**config.mk**
```make
export PLATFORM = sky130hd
export DESIGN_NAME = stepper_pulse_gen_limit_switch_top
export DESIGN_NICKNAME = d
export VERILOG_FILES = /design/src/spg_pkg.sv /design/src/stepper_pulse_gen_limit_switch_top.sv
export SDC_FILE = /design/constraint.sdc
export NUM_CORES = 1
export LEC_CHECK = 0
export ABC_AREA = 1
export BUFFER_PORTS_ARGS = -buffer_cell sky130_fd_sc_hd__clkbuf_2
export CORE_ASPECT_RATIO = 1.25
export CORE_MARGIN = 4
export CORE_UTILIZATION = 25
export DETAILED_ROUTE_END_ITERATION = 16
export GPL_ROUTABILITY_DRIVEN = 0
export GPL_TIMING_DRIVEN = 1
export SYNTH_ARGS = -nofsm -noshare
export SYNTH_HDL_FRONTEND = slang
export SYNTH_SLANG_ARGS = --single-unit
```
**constraint.sdc**
```tcl
create_clock -name clk -period 4 [get_ports clk]
set_input_delay 0.8 -clock clk [delete_from_list [all_inputs] [get_ports clk]]
set_output_delay 0.8 -clock clk [all_outputs]
set_load 0.01 [all_outputs]
```
**src/spg_pkg.sv**
```systemverilog
// spg_pkg: shared types and constants for the step/direction pulse generator
// no dependencies; imported by stepper_pulse_gen_limit_switch_top and tb_top
`timescale 1ns / 1ps
`default_nettype none

package spg_pkg;

	localparam int unsigned PERIOD_W = 16;
	localparam int unsigned COUNT_W  = 24;
	localparam int unsigned TOTAL_W  = 32;

	localparam logic [PERIOD_W-1:0] PERIOD_RESET = 16'd1250;
	localparam logic [COUNT_W-1:0]  COUNT_MAX    = {COUNT_W{1'b1}};

	typedef enum logic [1:0] {
		OP_TICK       = 2'd0,
		OP_MOVE_LEFT  = 2'd1,
		OP_MOVE_RIGHT = 2'd2,
		OP_STOP       = 2'd3
	} op_t;

	// one result item
	typedef struct packed {
		logic               dir_pin;
		logic               step_pin;
		logic               busy_res;
		logic               move_done;
		logic               limit_hit;
		logic               rejected;
		logic [COUNT_W-1:0] steps_since_limit;
		logic [TOTAL_W-1:0] limit_total;
	} result_t;

endpackage

`default_nettype wire

```
**src/stepper_pulse_gen_limit_switch_top.sv**
```systemverilog
// Step/direction pulse generator for a stepper motor with two limit switches.
// Every transfer on the input channel is one command (tick, move left, move right, stop) and
// gives exactly one result transfer. The block takes one command per clock while the output
// is not stalled: the command is registered in the input register, processed against the
// motion state, and its result lands in an output register, from which it is presented.
// in_ready follows out_ready combinationally when both the input and the output register
// hold a command. The half-period register is written by cfg_we/cfg_wdata; a value of zero
// acts as one.
// Depends on spg_pkg.
`timescale 1ns / 1ps
`default_nettype none

module stepper_pulse_gen_limit_switch_top (
	input  wire                           clk,
	input  wire                           arst_n,
	input  wire                           cfg_we,
	input  wire  [spg_pkg::PERIOD_W-1:0]  cfg_wdata,
	input  wire                           in_valid,
	output logic                          in_ready,
	input  wire  [1:0]                    opcode,
	input  wire  [spg_pkg::COUNT_W-1:0]   half_steps,
	input  wire                           limit_left,
	input  wire                           limit_right,
	output logic                          out_valid,
	input  wire                           out_ready,
	output logic                          dir_pin,
	output logic                          step_pin,
	output logic                          busy_res,
	output logic                          move_done,
	output logic                          limit_hit,
	output logic                          rejected,
	output logic [spg_pkg::COUNT_W-1:0]   steps_since_limit,
	output logic [spg_pkg::TOTAL_W-1:0]   limit_total
);
	import spg_pkg::*;

	// configuration and motion state
	logic [PERIOD_W-1:0] half_period_q;
	logic [PERIOD_W-1:0] tick_div_q;
	logic [COUNT_W-1:0]  remaining_q;
	logic                travel_left_q;
	logic                toggle_q;
	logic                step_q;
	logic [COUNT_W-1:0]  step_cnt_q;
	logic [TOTAL_W-1:0]  limit_sum_q;
	logic                moving_q;
	logic                dir_q;

	// input stage
	logic                valid_s1;
	op_t                 op_s1;
	logic [COUNT_W-1:0]  count_s1;
	logic                sw_left_s1;
	logic                sw_right_s1;

	// result stage
	logic                valid_s2;
	result_t             res_s2;

	logic advance;

	assign advance  = valid_s1 && (!valid_s2 || out_ready);
	assign in_ready = !valid_s1 || advance;

	// next-state logic for the registered command
	logic [PERIOD_W-1:0] period;
	logic [PERIOD_W:0]   div_inc;
	logic                event_hit;
	logic                sw_ahead;

	logic [PERIOD_W-1:0] tick_div_d;
	logic [COUNT_W-1:0]  remaining_d;
	logic                travel_left_d;
	logic                toggle_d;
	logic                step_d;
	logic [COUNT_W-1:0]  step_cnt_d;
	logic [TOTAL_W-1:0]  limit_sum_d;
	logic                moving_d;
	logic                dir_d;
	logic                done_d;
	logic                hit_d;
	logic                rej_d;

	assign period    = (half_period_q == '0) ? PERIOD_W'(1) : half_period_q;
	assign div_inc   = {1'b0, tick_div_q} + (PERIOD_W+1)'(1);
	assign event_hit = div_inc >= {1'b0, period};
	assign sw_ahead  = travel_left_q ? sw_left_s1 : sw_right_s1;

	always_comb begin
		tick_div_d    = tick_div_q;
		remaining_d   = remaining_q;
		travel_left_d = travel_left_q;
		toggle_d      = toggle_q;
		step_d        = step_q;
		step_cnt_d    = step_cnt_q;
		limit_sum_d   = limit_sum_q;
		moving_d      = moving_q;
		dir_d         = dir_q;
		done_d        = 1'b0;
		hit_d         = 1'b0;
		rej_d         = 1'b0;
		unique case (op_s1) inside
			OP_TICK: begin
				if (moving_q) begin
					if (event_hit) begin
						tick_div_d = '0;
						if (remaining_q != '0) begin
							remaining_d = remaining_q - COUNT_W'(1);
							dir_d       = travel_left_q;
							if (sw_ahead) begin
								// switch in the direction of travel: reverse the travel direction and end the move
								travel_left_d = !travel_left_q;
								limit_sum_d   = limit_sum_q + TOTAL_W'(step_cnt_q);
								step_cnt_d    = '0;
								step_d        = 1'b0;
								moving_d      = 1'b0;
								done_d        = 1'b1;
								hit_d         = 1'b1;
							end else begin
								step_d   = toggle_q;
								toggle_d = !toggle_q;
								if (step_cnt_q != COUNT_MAX) begin
									step_cnt_d = step_cnt_q + COUNT_W'(1);
								end
							end
						end else begin
							moving_d = 1'b0;
							done_d   = 1'b1;
						end
					end else begin
						tick_div_d = div_inc[PERIOD_W-1:0];
					end
				end
			end
			OP_STOP: begin
				step_d = 1'b0;
				if (moving_q) begin
					moving_d = 1'b0;
					done_d   = 1'b1;
				end
			end
			OP_MOVE_LEFT, OP_MOVE_RIGHT: begin
				if (moving_q) begin
					rej_d = 1'b1;
				end else begin
					travel_left_d = (op_s1 == OP_MOVE_LEFT);
					remaining_d   = count_s1;
					tick_div_d    = '0;
					moving_d      = 1'b1;
				end
			end
			default: begin
				moving_d = moving_q;
			end
		endcase
	end

	always_ff @(posedge clk or negedge arst_n) begin
		if (!arst_n) begin
			half_period_q <= PERIOD_RESET;
		end else if (cfg_we) begin
			half_period_q <= cfg_wdata;
		end
	end

	always_ff @(posedge clk or negedge arst_n) begin
		if (!arst_n) begin
			tick_div_q    <= '0;
			remaining_q   <= '0;
			travel_left_q <= 1'b0;
			toggle_q      <= 1'b0;
			step_q        <= 1'b0;
			step_cnt_q    <= '0;
			limit_sum_q   <= '0;
			moving_q      <= 1'b0;
			dir_q         <= 1'b0;
		end else if (advance) begin
			tick_div_q    <= tick_div_d;
			remaining_q   <= remaining_d;
			travel_left_q <= travel_left_d;
			toggle_q      <= toggle_d;
			step_q        <= step_d;
			step_cnt_q    <= step_cnt_d;
			limit_sum_q   <= limit_sum_d;
			moving_q      <= moving_d;
			dir_q         <= dir_d;
		end
	end

	always_ff @(posedge clk or negedge arst_n) begin
		if (!arst_n) begin
			valid_s1 <= 1'b0;
			valid_s2 <= 1'b0;
		end else begin
			if (in_ready) begin
				valid_s1 <= in_valid;
			end
			if (advance) begin
				valid_s2 <= 1'b1;
			end else if (out_ready) begin
				valid_s2 <= 1'b0;
			end
		end
	end

	always_ff @(posedge clk) begin
		if (in_valid && in_ready) begin
			op_s1       <= op_t'(opcode);
			count_s1    <= half_steps;
			sw_left_s1  <= limit_left;
			sw_right_s1 <= limit_right;
		end
	end

	always_ff @(posedge clk) begin
		if (advance) begin
			res_s2.dir_pin           <= dir_d;
			res_s2.step_pin          <= step_d;
			res_s2.busy_res          <= moving_d;
			res_s2.move_done         <= done_d;
			res_s2.limit_hit         <= hit_d;
			res_s2.rejected          <= rej_d;
			res_s2.steps_since_limit <= step_cnt_d;
			res_s2.limit_total       <= limit_sum_d;
		end
	end

	assign out_valid         = valid_s2;
	assign dir_pin           = res_s2.dir_pin;
	assign step_pin          = res_s2.step_pin;
	assign busy_res          = res_s2.busy_res;
	assign move_done         = res_s2.move_done;
	assign limit_hit         = res_s2.limit_hit;
	assign rejected          = res_s2.rejected;
	assign steps_since_limit = res_s2.steps_since_limit;
	assign limit_total       = res_s2.limit_total;

`ifndef SYNTHESIS
	// a limit hit always ends the move and clears the step count
	a_hit_ends_move: assert property (@(posedge clk) disable iff (!arst_n)
		out_valid && limit_hit |-> move_done && !busy_res && steps_since_limit == '0
		&& !step_pin)
		else $error("limit hit without move end");

	// a rejected move leaves the running move in place
	a_reject_busy: assert property (@(posedge clk) disable iff (!arst_n)
		out_valid && rejected |-> busy_res && !move_done)
		else $error("reject while idle");

	a_done_idle: assert property (@(posedge clk) disable iff (!arst_n)
		out_valid && move_done |-> !busy_res)
		else $error("move done but still busy");

	// reported busy state matches the state register
	a_busy_tracks: assert property (@(posedge clk) disable iff (!arst_n)
		advance |=> res_s2.busy_res == moving_q)
		else $error("busy result out of step with state");

	// a stalled result is never overwritten
	a_no_overwrite: assert property (@(posedge clk) disable iff (!arst_n)
		valid_s2 && !out_ready |-> !advance)
		else $error("result register overwritten");
`endif

endmodule

`default_nettype wire

```
==> results of run 1 <==
-- cells in the mapped netlist (all sizes together) (2+ instances only) --
master / n
o211ai: 10
mux2i: 2
nand3: 71
a31oi: 6
a21oi: 47
dfrtp: 114
o41ai: 2
nand2: 354
xnor2: 15
o31ai: 3
ha: 46
edfxtp: 90
buf: 16
o21a: 4
xor2: 36
clkbuf: 18
dfstp: 5
and2: 9
nor3: 23
nor4: 6
o22ai: 18
inv: 182
nor2: 106
a21o: 3
nand4: 28
o21bai: 5
a22o: 8
clkinv: 2
o21ai: 157
-- what timing repair did --
item / in CTS / in global routing
setup endpoints to repair: 0 / 73
setup buffers: 0 / 2
resized for setup: 0 / 3
-- cell type report --
class	instances	area, µm²	area share (%)
Sequential cell	209	5690	41.4
Multi-Input combinational cell	964	5110	37.2
Tap cell	585	732	5.33
Timing Repair Buffer	129	728	5.31
Clock buffer	34	712	5.19
Inverter	184	696	5.07
Clock inverter	14	62.6	0.456
-- worst min-delay path by stage --
stage / from / slack [ps] / end / depth (start not counted)
final: arst_n / 400 / limit_sum_q[6] / 1
after global routing: half_steps[15] / 410 / count_s1[15] / 1
after CTS: half_steps[15] / 400 / count_s1[15] / 1
after detailed placement: toggle_q / 460 / toggle_q / 1
after global placement: toggle_q / 470 / toggle_q / 1
after floorplan: toggle_q / 450 / toggle_q / 1
-- critical path: stages (launching register included) --
cell and delay (ps):
dfrtp_1 420, ha_1 230, nand4_1 150, nor4_1 180, inv_1 110, nor2_1 160, nand2_1 90, nor2_1 120
xor2_1 210, ha_1 290, a21oi_1 170, o211ai_2 90, inv_1 60, nand2_1 40, nor2_1 120, nand3_2 140
buf_4 220, nor3_4 530, a22o_1 240
-- flip-flops by register name, indices dropped and copies added (netlist names), 2 cells and up --
name	cells
remaining_q	24
step_cnt_q	24
half_period_q	16
steps_since_limit	24
limit_total	32
limit_sum_q	32
op_s1	2
count_s1	24
tick_div_q	16
-- metal layers --
layer / part of all wire [%] / vias up
met2: 49 / 274
met1: 43 / 4520
met4: 2.8 / 0
met5: 0 / -
li1: - / 4886
met3: 5.3 / 63
-- where the power goes --
group / internal, W / switching, W / leakage, nW
Sequential: 0.00272 / 0.000375 / 2.32
Combinational: 0.000930 / 0.00166 / 3.55
Clock: 0.00124 / 0.000901 / 0.388
Total: 0.00489 / 0.00293 / 6.26
-- layout by cell type, fill, tap and decap left out, drive strengths merged, types with 28 or more instances in the layout --
master	instances
nand4	28
nand2	354
o21ai	157
nand3	71
a21oi	47
ha	46
clkbuf	145
inv	182
dfrtp	114
xor2	36
nor2	106
edfxtp	90
-- kinds of logic after synthesis --
group,share of synthesized area (%)
mux,0.171
buf+inv,7.63
xor+xnor,3.82
compound gates,12.9
simple gates,21.7
fa+ha+maj,5.10
flops,48.7
-- per-stage QoR --
step	instance area (µm²)	cells	setup slack, ps	utilization (%)	power, W
2_1_floorplan	11700	1391	299	-	0.00493
3_3_place_gp	12900	2069	431	28.0	0.00567
3_5_place_dp	12900	2069	335	28.0	0.00572
4_1_cts	13700	2117	341	29.7	0.00793
5_1_grt	13700	2119	21.6	29.7	0.00843
6_report	13700	2119	359	29.7	0.00783
==> impl_metrics.py, run 1 <==
metrics = {
    "power_and_ir_drop": {
        "power_density_nw_per_um2": 570,
        "leakage_nw": 6.26,
        "vdd_drop_max_uv": 343,
    },
    "logic_synthesis": {
        "ys.flop_type": "dfrtp_1",
        "ys.warnings.count": 0,
        "ys_seq_elements": 209,
        "ys_top_cells_by_area": "dfrtp_1, edfxtp_1, nand2_1, inv_1, o21ai_0",
        "yosys.area.top_type_share_pct": 24.4,
        "synth_fp_nets": 1487,
        "ys_types": 49,
        "syn_inst": 1391,
        "yosysSeqAreaShare_pct": 48.7,
        "synth_area_per_cell_um2": 8.40,
        "synth_edf_count": 90,
        "yosys.area.top_type": "dfrtp_1",
        "postSynth.asyncResetShare_pct": 56.9,
        "syn_area_um2": 11700,
    },
    "timing": {
        "relSlewSlack_pct": 28.8,
        "min_period_ps": 3640,
        "finalClockSkew_ps": 16.3,
        "finalCritPeriodShare_pct": 91.0,
        "slew_violations": 0,
        "hold_ws_ps": 402,
        "finalSetupTns_ps": 0,
        "rsz0062_at_grt": "no",
        "fmax_mhz": 275,
        "setup_viol": 0,
        "hold_viol": 0,
        "tightest_slew_ps": 1070,
    },
    "die": {
        "die_h_um": 250,
        "start_util_pct": 25.3,
        "die_x_um": 201,
        "pin_count": 113,
        "core_um2": 46100,
        "rows": 88,
        "die-area_um2": 50300,
    },
    "setup_path": {
        "worstReg2RegStart": "tick_div_q[0]",
        "path_class": "reg -> reg",
        "r2r_slack_ps": 360,
        "rr_worst_depth": 18,
        "startpoint_type": "flop",
        "arrival_ps": 4100,
        "worstPathMaxFanout": 16,
        "startpoint": "tick_div_q[0]",
        "required_ps": 4460,
        "timing.critical_path.to": "tick_div_q[15]",
        "reg2reg_to": "tick_div_q[15]",
        "crit_path_end_kind": "flop",
    },
    "grt": {
        "gr-usage-all-layers_pct": 12.1,
        "grt_first_pass_wirelength_um": 50200,
        "top_usage_layer": "met2",
        "grt_use_met2_pct": 20.9,
        "grt_overflow": 0,
        "antenna_found_initial": 0,
        "grt_pass1_vias": 9556,
        "grt_max_degree": 69,
        "grt_use_met1_pct": 15.7,
        "grt.met3_usage_pct": 2.03,
    },
    "routing": {
        "detail_route.first_pass.iterations": 5,
        "antenna_left": 0,
        "drtIter0Drc": 648,
        "drc": 0,
        "wl_um": 31200,
        "dr_total_vias": 9743,
        "routed_via_density": 4.60,
        "wl_per_cell_um": 14.7,
    },
    "placed_design": {
        "port_buffers": 112,
        "dp_hpwl_um": 23500,
    },
    "clocking": {
        "clk_pin_slew_ps": 50,
        "cts_buffers": 26,
        "cts_tree": "yes",
        "clk_latency_ps": 540,
        "clock_sinks": 209,
        "ctsLongestPathBuffers": 3,
        "cts_hold_buf": 0,
        "htree_levels": 1,
        "cts_root_buf": "clkbuf_16",
    },
    "cells_and_area": {
        "area_delta_synth_final_pct": 17.5,
        "fillCellCount": 4859,
        "drive_above_1_share_pct": 13.0,
        "diodes": 0,
        "final_nets": 1610,
    },
    "hold_path": {
        "min_path_type": "in -> async",
    },
    "job": {
        "drv_cap": 0,
    },
    "outcome": {
        "status": "complete, no violations",
    },
}
Power figures use the tool's default switching activity.
==> run 2: changes to the inputs <==
--- a/config.mk
+++ b/config.mk
@@ -12,7 +12,7 @@
 export CORE_UTILIZATION = 25
 export DETAILED_ROUTE_END_ITERATION = 16
 export GPL_ROUTABILITY_DRIVEN = 0
-export GPL_TIMING_DRIVEN = 1
+export GPL_TIMING_DRIVEN = 0
 export SYNTH_ARGS = -nofsm -noshare
 export SYNTH_HDL_FRONTEND = slang
 export SYNTH_SLANG_ARGS = --single-unit
==> run 2 against run 1 <==
  * Clock skew decreased by 3.1 ps
  * Critical endpoint is now steps_since_limit[13]
  * Hold slack got worse by 270 ps
  * Power increased by 1.7%
  * Largest power group unchanged
  * Final area increased by 1.7%
==> impl_metrics.py, run 2 (same netlist as run 1, synthesis figures left out) <==
metrics = {
    "outcome": {
        "status": "complete, no violations",
    },
    "cells_and_area": {
        "top_regs": "limit_sum_q (32), limit_total (32)",
        "layout_commonest_cell": "nand2_1",
        "final_core_util_pct": 30.3,
        "final_nets": 1640,
        "drive_above_1_share_pct": 14.1,
        "final_cell_mix": "nand2_1, inv_1, o21ai_0",
        "area_delta_synth_final_pct": 19.5,
        "diodes": 0,
    },
    "setup_path": {
        "required_ps": 4350,
        "crit_path_end_kind": "flop",
        "startpoint_type": "flop",
        "arrival_ps": 4070,
        "worstPathMaxFanout": 10,
        "path_class": "reg -> reg",
    },
    "grt": {
        "grt_first_pass_wirelength_um": 52800,
        "gr-usage-all-layers_pct": 12.8,
        "grt_max_degree": 100,
        "grt_pass1_vias": 9798,
        "antenna_found_initial": 0,
        "grt_overflow": 0,
    },
    "timing": {
        "rsz0062_at_grt": "yes",
        "finalWorstSetupSlack_ps": 285,
        "relSlewSlack_pct": 30.6,
        "fmax_mhz": 269,
        "tightest_slew_ps": 1040,
        "setup_viol": 0,
        "hold_viol": 0,
        "slew_violations": 0,
        "finalCritPeriodShare_pct": 92.9,
        "min_period_ps": 3710,
        "finalClockSkew_ps": 13.2,
    },
    "die": {
        "core_um2": 46100,
        "rows": 88,
        "start_util_pct": 25.3,
        "die-area_um2": 50300,
        "die_x_um": 201,
        "die_h_um": 250,
        "pin_count": 113,
    },
    "clocking": {
        "cts_root_buf": "clkbuf_16",
        "ctsLongestPathBuffers": 3,
        "clk_latency_ps": 530,
        "cts_tree": "yes",
        "cts_hold_buf": 0,
        "clock_sinks": 209,
        "clk_pin_slew_ps": 60,
        "cts_buffers": 25,
        "htree_levels": 1,
    },
    "placed_design": {
        "port_buffers": 112,
        "preCtsSetupSlack_ps": 59.3,
        "dp_hpwl_um": 25200,
    },
    "routing": {
        "detail_route.first_pass.iterations": 5,
        "routed_via_density": 4.67,
        "wl_per_cell_um": 15.4,
        "antenna_left": 0,
        "drtIter0Drc": 834,
        "drc": 0,
        "wl_um": 33100,
        "dr_total_vias": 10029,
    },
    "hold_path": {
        "min_path_type": "in -> async",
    },
    "power_and_ir_drop": {
        "vdd_drop_max_uv": 300,
        "leakage_nw": 6.36,
        "power_density_nw_per_um2": 570,
    },
    "job": {
        "drv_cap": 0,
    },
}
==> run 2: cell types whose count changed in the layout (fill, tap and decap cells not counted), moves of 3 or more <==
cell,delta
o21ai_1,-7
o21ai_2,+9
buf_6,+7
buf_2,+4
clkinv_1,-3
clkinv_2,-4
buf_12,-3
clkbuf_1,+18
==> run 2: layout make-up <==
cell class	instances	area (µm²)
fill	4887	32200
sequential	209	5690
multi-input combinational	964	5150
tap	585	732
timing repair buffer	126	714
inverter	184	693
clock buffer	34	669
buffer	34	204
clock inverter	11	108
==> run 2: through the flow <==
| stage | instance area, µm² | TNS, ps | hold WS, ps | total power (W) | instances |
|---|---|---|---|---|---|
| floorplan | 11700 | 0 | 445 | 0.00493 | 1391 |
| global placement | 13000 | -71190 | 463 | 0.00569 | 2088 |
| detailed placement | 13000 | 0 | 465 | 0.00575 | 2090 |
| CTS | 13800 | 0 | 119 | 0.00800 | 2135 |
| global route | 14000 | -49.0 | 129 | 0.00854 | 2147 |
| finish | 14000 | 0 | 136 | 0.00796 | 2147 |
==> run 2: worst max-delay path, cell delays in order (launching register included) <==
cell	delay (ps)
dfrtp_1	400
ha_2	220
nand4_1	150
nor4_1	190
inv_1	120
nor2_2	140
nand2_1	100
nor2_1	130
xor2_1	230
ha_1	300
a21oi_2	160
o211ai_2	80
inv_1	60
nand2_1	40
nor2_1	100
nand3_2	160
buf_6	200
nand2_4	90
inv_2	40
nand2_2	140
inv_4	100
buf_6	170
o21ai_1	200
==> run 2: path summary, 6_finish.rpt <==
check                         startpoint                     to  slack [ps]  cells after the start
setup / recovery           tick_div_q[0]  steps_since_limit[13]         290                     22
hold / removal                    arst_n        limit_sum_q[11]         140                      1
setup reg to reg           tick_div_q[0]  steps_since_limit[13]         290                     22
hold reg to reg                 toggle_q               toggle_q         480                      1
max in group asynchronous         arst_n        remaining_q[16]        3070                      2
min in group clk           half_steps[8]            count_s1[8]         450                      1
==> run 2: metal layers <==
metal	GRT usage [%]	part of all wire, %
met2	22.7	50
met5	0	0
met3	1.98	5.2
met1	16.2	42
met4	3.87	3.1
==> run 2: power by group <==
group / leakage (nW) / total, W / switching, W / internal, W
clock: 0.378 / 0.00218 / 0.000887 / 0.00130
sequential: 2.32 / 0.00307 / 0.000354 / 0.00272
combinational: 3.66 / 0.00270 / 0.00173 / 0.000970
==> run 2: what timing repair did <==
item                                    4_1_cts  5_1_grt
endpoints found under the setup margin        0      125
resized for setup                             0       17
setup buffers                                 0       12
==> run 3: changes to the inputs <==
--- a/config.mk
+++ b/config.mk
@@ -5,7 +5,7 @@
 export SDC_FILE = /design/constraint.sdc
 export NUM_CORES = 1
 export LEC_CHECK = 0
-export ABC_AREA = 1
+export ABC_AREA = 0
 export BUFFER_PORTS_ARGS = -buffer_cell sky130_fd_sc_hd__clkbuf_2
 export CORE_ASPECT_RATIO = 1.25
 export CORE_MARGIN = 4
==> run 3 against run 2 <==
  * Sequential share of layout area is 0.30 points higher
  * Clock power barely moved
  * Final area shrank 0.68%
  * Clock skew is 1.5 ps higher
  * Worst setup slack worse by 91 ps
  * Synthesized cell count decreased by 19%
  * Flip-flop and latch count is the same
  * Fmax decreased by 2.4%
  * Register-to-register slack got worse by 90 ps
  * Cell count fell by 13%
==> impl_metrics.py, run 3 <==
metrics = {
    "setup_path": {
        "cp_slowest_cell": "o41a_4",
        "worstPathMaxFanout": 10,
        "crit_path_end_kind": "flop",
        "arrival_ps": 4090,
        "startpoint_type": "flop",
        "required_ps": 4280,
        "path_class": "reg -> reg",
        "crit_chain": "and3_4 > and3_4 > and3_4 > nand3_2 > xnor2_2 > ha_1 > nand4_1 > nor2_2 > o31a_1 > o41a_4 > o211ai_4 > buf_4 > mux2_2",
        "path_common_cell": "and3_4",
        "cpPeakStageDelay_ps": 520,
    },
    "routing": {
        "drc": 0,
        "dr_total_vias": 9406,
        "drtIter0Drc": 562,
        "routed_via_density": 5.02,
        "antenna_left": 0,
        "wl_per_cell_um": 17.5,
        "detail_route.first_pass.iterations": 5,
        "wl_um": 32800,
    },
    "logic_synthesis": {
        "synth_area_per_cell_um2": 10.2,
        "synth_commonest_cells": "o21ai_0, dfrtp_1, edfxtp_1, nand2_1, a21oi_1",
        "synth_edf_count": 90,
        "ys_types": 77,
        "yosysSeqAreaShare_pct": 49.6,
        "syn_inst": 1126,
        "ys_top_cells_by_area": "dfrtp_1, edfxtp_1, o21ai_0, ha_1, mux2_2",
        "postSynth.asyncResetShare_pct": 56.9,
        "syn_area_um2": 11500,
        "synth_most_common_cell": "o21ai_0",
        "synth_fp_nets": 1222,
        "yosys.area.top_type": "dfrtp_1",
        "yosys.area.top_type_share_pct": 24.9,
        "ys_seq_elements": 209,
        "ys.flop_type": "dfrtp_1",
        "ys.warnings.count": 0,
    },
    "power_and_ir_drop": {
        "leakage_nw": 5.74,
        "vdd_drop_max_uv": 263,
        "power_density_nw_per_um2": 403,
        "fin_total_pwr_w": 0.00559,
    },
    "cells_and_area": {
        "layout_commonest_cell": "o21ai_0",
        "area_delta_synth_final_pct": 20.9,
        "top_regs": "limit_sum_q (32), limit_total (32)",
        "diodes": 0,
        "final_nets": 1375,
        "final_area_um2": 13900,
        "drive_above_1_share_pct": 21.0,
        "final_cell_mix": "o21ai_0, clkbuf_2, dfrtp_1",
    },
    "timing": {
        "slew_violations": 0,
        "hold_viol": 0,
        "min_period_ps": 3810,
        "fmax_mhz": 263,
        "finalCritPeriodShare_pct": 95.2,
        "tightest_slew_ps": 1230,
        "finalClockSkew_ps": 14.6,
        "hold_ws_ps": 122,
        "finalSetupTns_ps": 0,
        "setup_viol": 0,
        "relSlewSlack_pct": 17.3,
    },
    "clocking": {
        "htree_levels": 1,
        "ctsLongestPathBuffers": 3,
        "cts_tree": "yes",
        "clock_sinks": 209,
        "cts_root_buf": "clkbuf_16",
        "clk_latency_ps": 530,
        "cts_buffers": 24,
        "clk_pin_slew_ps": 70,
    },
    "die": {
        "rows": 87,
        "start_util_pct": 25.3,
        "die_h_um": 247,
        "pin_count": 113,
        "die-area_um2": 49400,
        "die_x_um": 200,
        "core_um2": 45300,
    },
    "outcome": {
        "status": "complete, no violations",
    },
    "grt": {
        "antenna_found_initial": 1,
        "grt_overflow": 0,
        "grt_max_degree": 103,
        "gr-usage-all-layers_pct": 13.0,
        "grt_pass1_vias": 9209,
        "grt_first_pass_wirelength_um": 51300,
    },
    "hold_path": {
        "min_path_type": "in -> async",
    },
    "placed_design": {
        "dp_hpwl_um": 24000,
        "port_buffers": 112,
        "dpl_cell_area_um2": 12800,
    },
    "job": {
        "drv_cap": 0,
    },
}
==> run 3: cell types whose count changed in the layout (fill, tap and decap cells not counted), moves of 15 or more <==
cell	before	now
mux2_2	0	40
nand4_1	28	12
nand2_1	349	89
nor2_1	101	63
clkbuf_1	24	41
o21ai_1	18	3
a21oi_1	45	74
inv_1	177	54
nand3_1	69	32
==> run 3: worst max-delay path, delay by kind of cell, from the launching register on <==
kind                     cells  cell delay [ps]
buffers and inverters        1              290
AND/OR/NAND/NOR              6             1040
multiplexers                 1              370
adder cells (fa/ha/maj)      1              320
XOR/XNOR                     1              170
flip-flops                   1              410
AO/OA/AOI/OAI                3              960
==> run 3: worst paths after layout <==
path                          startpoint  slack [ps]  depth (start not counted)              to
max reg2reg                tick_div_q[2]         190                         13  limit_total[4]
min in group clk           half_steps[9]         440                          1     count_s1[9]
max in group asynchronous         arst_n        3040                          2   tick_div_q[0]
min                               arst_n         120                          1  limit_sum_q[7]
min reg2reg                     toggle_q         480                          1        toggle_q
max                        tick_div_q[2]         190                         13  limit_total[4]
==> run 3: cell type report <==
| cell class | instances | area (µm²) |
|---|---|---|
| Inverter | 56 | 210 |
| Sequential cell | 209 | 5690 |
| Multi-Input combinational cell | 805 | 5490 |
| Clock buffer | 30 | 654 |
| Clock inverter | 14 | 115 |
| Fill cell | 4673 | 31400 |
| Tap cell | 578 | 723 |
| Timing Repair Buffer | 128 | 722 |
| Buffer | 55 | 255 |
==> run 3: timing repair <==
action                     in CTS  in global routing
pin swaps                       4                  8
resized for setup              25                 24
hold buffers                    0                  0
setup endpoints to repair     132                122
setup buffers                   8                  6
==> run 3: power by group <==
group          switching (W)  internal [W]  total, W
Combinational       0.000490      0.000281  0.000771
Sequential          0.000191       0.00246   0.00265
Clock               0.000926       0.00123   0.00216
Total                0.00161       0.00398   0.00559
==> run 3: kinds of logic after synthesis <==
logic type                 count (synthesis)  share of synthesized area (%)
muxes                                     43                           4.19
DFF                                      209                           49.6
and+or+nand+nor                          319                           13.9
AOI/OAI and AO/OA                        348                           19.5
buffers and inverters                    112                           3.91
xor gates and xnor gates                  48                           3.67
adders and majority gates                 47                           5.20
==> run 3: metrics by stage <==
stage / util [%] / cells / worst slack, ps
2_1_floorplan: - / 1126 / 424
3_3_place_gp: 28.1 / 1816 / -968
3_5_place_dp: 28.3 / 1818 / -535
4_1_cts: 30.3 / 1869 / 13.3
5_1_grt: 30.6 / 1875 / -17.3
6_report: 30.6 / 1875 / 194
==> run 3: metal layers <==
layer / up-vias / wire [µm] / track usage (%)
met5: - / 12 / 0
met4: 2 / 747 / 3.46
met3: 48 / 1650 / 1.81
met2: 269 / 16700 / 23.1
met1: 4562 / 13700 / 16.4
li1: 4525 / - / -
